### src/design/etbw_ram.sv
// ----------------------------------------------------------------------------
// Generic RAM
// Single write port, single read port with registered read data.
// ----------------------------------------------------------------------------
module etbw_ram #(
    parameter int WIDTH = 32,
    parameter int DEPTH = 64
) (
    input  logic                     i_clk,
    input  logic                     i_we,
    input  logic [$clog2(DEPTH)-1:0] i_waddr,
    input  logic [WIDTH-1:0]         i_wdata,
    input  logic [$clog2(DEPTH)-1:0] i_raddr,
    output logic [WIDTH-1:0]         o_rdata
);
    logic [WIDTH-1:0] r_mem [DEPTH];

    always_ff @(posedge i_clk) begin
        if (i_we) begin
            r_mem[i_waddr] <= i_wdata;
        end
        o_rdata <= r_mem[i_raddr];
    end
endmodule

### config.mk
export PLATFORM = sky130hd
export DESIGN_NAME = etbw_ram
export DESIGN_NICKNAME = d
export VERILOG_FILES = /design/src/design/etbw_ram.sv
export SDC_FILE = /design/constraint.sdc
export NUM_CORES = 2
export LEC_CHECK = 0
export ABC_CLOCK_PERIOD_IN_PS = 3600
export BUFFER_PORTS_ARGS = -buffer_cell sky130_fd_sc_hd__buf_4
export CORE_MARGIN = 3
export CORE_UTILIZATION = 55
export DETAILED_ROUTE_END_ITERATION = 10
export HOLD_SLACK_MARGIN = 0.02
export PLACE_DENSITY = 0.74
export SLEW_MARGIN = 20
export SYNTH_ARGS = -nofsm -noshare
export SYNTH_HDL_FRONTEND = slang
export SYNTH_SLANG_ARGS = --single-unit
### constraint.sdc
create_clock -name i_clk -period 3.6 [get_ports i_clk]
set_input_delay 0.36 -clock i_clk [delete_from_list [all_inputs] [get_ports i_clk]]
set_output_delay 0.36 -clock i_clk [all_outputs]
set_load 0.02 [all_outputs]
Yosys cells after proc, flatten, opt, wreduce, memory -nomap -nowiden

Memories as Yosys holds them, arrays and structs flattened. A register that Yosys moved wholly into a read port is not among the register bits.
Index checks and enable logic that the tools add are counted.
Widths: inputs -> output; s select.

Bits in registers: 0
Latch bits: 0
Memory bits (writable): 2048
Memory bits (read-only): 0
Input bits: 46
Output and inout port bits: 32
Word-level logic and storage cells: 3
Memories kept: 1

Memory list:

| name  | depth | width | read ports | clocked after Yosys merged registers in | write ports | line | RTL |
|---|---|---|---|---|---|---|---|
| r_mem | 64    | 32    | 1          | 1                                       | 1           | 16   | `logic [WIDTH-1:0] r_mem [DEPTH];` |

$add $sub $neg: 0
$mul: 0
Divide/modulo/power cells: 0
Magnitude comparators: 0
Equal/unequal tests: 0
Shift-type cells: 0
Multiplexer cells: 2
Bitwise operators: 0
Reduce and logical (&&, ||, !) cells: 0

Operator list:

| kind   | number |
|---|---|
| $mux 1 | 2 |

Depth between registers and ports, before layout

Depth in word-level cells: 2
Mapped depth: 10

Worst setup path before layout

Ideal clock, no wire load.

Path type: input to register
Start: in i_waddr[3]
End: mem r_mem[48][0], enable pin
Arrival time: 3059 ps
Path slack: 80 ps
Cell stages on the path: 4
Buffers on the path: 1
Cells stage by stage: clkbuf_1 nor2b_1 nand4b_1 nor3_1

RTL lines:

| what        | line | RTL |
|---|---|---|
| from (decl) | 11   | `input logic [$clog2(DEPTH)-1:0] i_waddr,` |
| to (decl)   | 16   |  |

No word-level cell before the write port.

==> flow_metrics.tcl <==
set metrics [dict create \
    worstHoldStart "i_wdata[26]" \
    h-tree-depth 4 \
    finalHoldViolations 0 \
    fin_setup_tns_ns 0 \
    regArea_mm2 0.06214 \
    synth_simple_gate_area_share_pct 1.265 \
    clock_path_buffers 3 \
    initial_core_util_pct 55.45 \
    fin_crit_ns 2.536 \
    r2r_cells 4 \
    routed_via_density 6.730 \
    cts_hold_buf 0 \
    io_buffers 77 \
    ys.flop_type "edfxtp_1" \
    maxCapViolCount 0 \
    nNetsFinal 3636 \
    skew_ns 0.03478 \
    fin_crit_sh_pct 70.44 \
    timing.rr.start "r_mem[15][6]" \
    synthArstFlopShare_pct 0 \
    rsz0062_at_grt "false" \
    cts.reportedPaths.clkPinSlew_ns 0.06 \
    ios 78 \
    slew_violations 0 \
    n_fill_cell 8999 \
    fin_hold_ws_ns 0.05561 \
    netlist.area_leader.share_pct 78.33 \
    worst-endpoint-arrival_ns 3.20 \
    die_h_um 383.8 \
    outcome "finished, final reports clean" \
    final_area_mm2 0.08917 \
    crit_type "input pin to register" \
    routed_wl_um 192500 \
    globalplace.congestion 0.8253 \
    cts_setup_buffers 0 \
    ys_ff_latch 2080 \
    p_leak_nw 27.82 \
    cp_data_required_time_ns 4.26 \
    die-area_mm2 0.1473 \
    die_x_um 383.8 \
    area_growth_pct 13.57 \
    cts_buffers 195 \
    synth_most_common_cell "edfxtp_1" \
    synth_area_leaders "edfxtp_1 78%, mux4_2 16%, mux2i_1 1.2%, dfxtp_1 0.82%, o22ai_1 0.67%" \
    drtIter0Drc 5101 \
    ctsResizeCount 0 \
    synth_top_family_by_area "multiplexers" \
    std_cell_rows 138 \
    final_layout_size_suffix_gt1_share_pct 30.15 \
    min_path_type "input pin to register" \
    synth_largest_area_cell "edfxtp_1" \
    grt_pass1_wl_um 277800 \
    start_kind "input pin" \
    synthAdderAreaFrac_pct 0 \
    clockRootBuffer "clkbuf_16" \
    yosysSeqAreaShare_pct 79.14 \
    syn_inst 3324 \
    synthXorXnorAreaFrac_pct 0 \
    synth_compound_area_share_pct 1.673 \
    slew_headroom_pct 22.86 \
    power-per-cell-area_mw_per_mm2 553.9 \
    netlist_area_mm2 0.07852 \
    cts_tree "yes" \
    synthMuxAreaShare_pct 16.79 \
    drcViolationCount 0 \
    grt_overflow_total 0 \
    antenna_found_initial 5 \
    cp-startpoint "i_raddr[1]" \
    hpwlAfterDp_um 102700 \
    avgSynthCellArea_um2 23.62 \
    worstReg2RegEnd "o_rdata[6]" \
    tightest_slew_ns 1.149 \
    vdd.ir_drop.worst_mv 0.4428 \
    fmax_mhz 394.3 \
    synth-edff-count 2048 \
    grt_use_total_pct 26.58 \
    grt_max_degree 65 \
    ys_warn_count 0 \
    ant_nets 0 \
    core_area_mm2 0.1416 \
    drtPass1Iterations 6 \
    clkSinkCount 2080 \
    grt_pass1_vias 38387 \
    vias 37991 \
    multi_input_area_mm2 0.01597 \
    holdPathStages 1 \
    rrSetupSlack_ns 1.31 \
    end_kind "register" \
    wl_per_cell_um 34.09 \
    postPlaceCellArea_mm2 0.08296 \
    setup_viol 0 \
    syn_nets 3370 \
    min_to "r_mem[47][26]" \
    clk_latency_ns 0.82 \
    crit_fanout 48 \
    synth_cell_types 34 \
    ys_top_cells_by_count "2048 x edfxtp_1, 544 x mux4_2, 137 x nor2_1" \
]
==> worst max path at each step <==
stage,end,cells past startpoint
2_1_floorplan,r_mem[48][0],4
3_3_place_gp,o_rdata[10],7
3_5_place_dp,o_rdata[10],7
4_1_cts,o_rdata[10],7
5_1_grt,o_rdata[10],7
6_report,o_rdata[10],7
==> registers in the layout, indices dropped and copies added (netlist names) <==
register,cells
o_rdata,32
r_mem,2048
==> worst max-delay path: stages <==
cell and delay (ns):
buf_8 0.41, buf_12 0.30, buf_4 0.34, mux4_2 0.36
mux4_2 0.49, o22ai_1 0.70, nor2_1 0.10
==> metrics by stage <==
stage | cells | setup slack [ns] | util (%) | power [mW]
2_1_floorplan | 3324 | 0.08024 | - | 28.74
3_3_place_gp | 5283 | 0.2217 | 58.59 | 29.85
3_5_place_dp | 5283 | 0.2155 | 58.59 | 29.91
4_1_cts | 5644 | 1.060 | 62.98 | 49.63
5_1_grt | 5644 | 1.004 | 62.98 | 50.73
6_report | 5645 | 1.064 | 62.98 | 49.39
==> logic make-up (layout without fill, tap and decap cells) <==
kind of cell | after synthesis | after routing
compound gates | 202 | 202
buf+inv | 182 | 612
flops | 2080 | 2080
mux | 637 | 637
other cells | 0 | 1
simple gates | 223 | 223
==> cell usage in the layout, fill, tap and decap left out, drive strengths merged, types with 2 or more instances in the layout <==
master and instances:
inv 8, and2 2, or2 3, bufinv 13
or3 3, dfxtp 32, nor2b 15, or3b 5
nand2b 8, mux2i 93, a41o 4, nand3 5
a22oi 12, mux4 544, a311oi 8, clkbuf 266
o32ai 4, o221ai 27, nand4 2, buf 251
nor3 7, edfxtp 2048, nor2 137, clkinvlp 5
and3 4, o22ai 84, nand3b 5, nand2 26
clkinv 69, a21oi 62
==> power by group <==
part | switching, mW | internal (mW)
Sequential | 0.129 | 26.8
Combinational | 1.48 | 0.982
Clock | 8.66 | 11.3
Total | 10.3 | 39.1
==> per-layer routing <==
metal	part of all wire [%]	vias to the layer above	track usage, %
li1	-	14800	-
met2	48	2496	40.88
met4	3.9	8	10.11
met3	11	391	5.456
met5	0.030	-	0
met1	38	20296	38.27
==> area by class of cell <==
cell class	count	share of cell area (%)
Multi-Input combinational cell	1062	17.91
Tap cell	1890	2.652
Clock inverter	95	0.9612
Clock buffer	266	6.001
Antenna cell	1	0.002806
Sequential cell	2080	69.69
Timing Repair Buffer	251	2.788
Power figures use the tool's default switching activity.
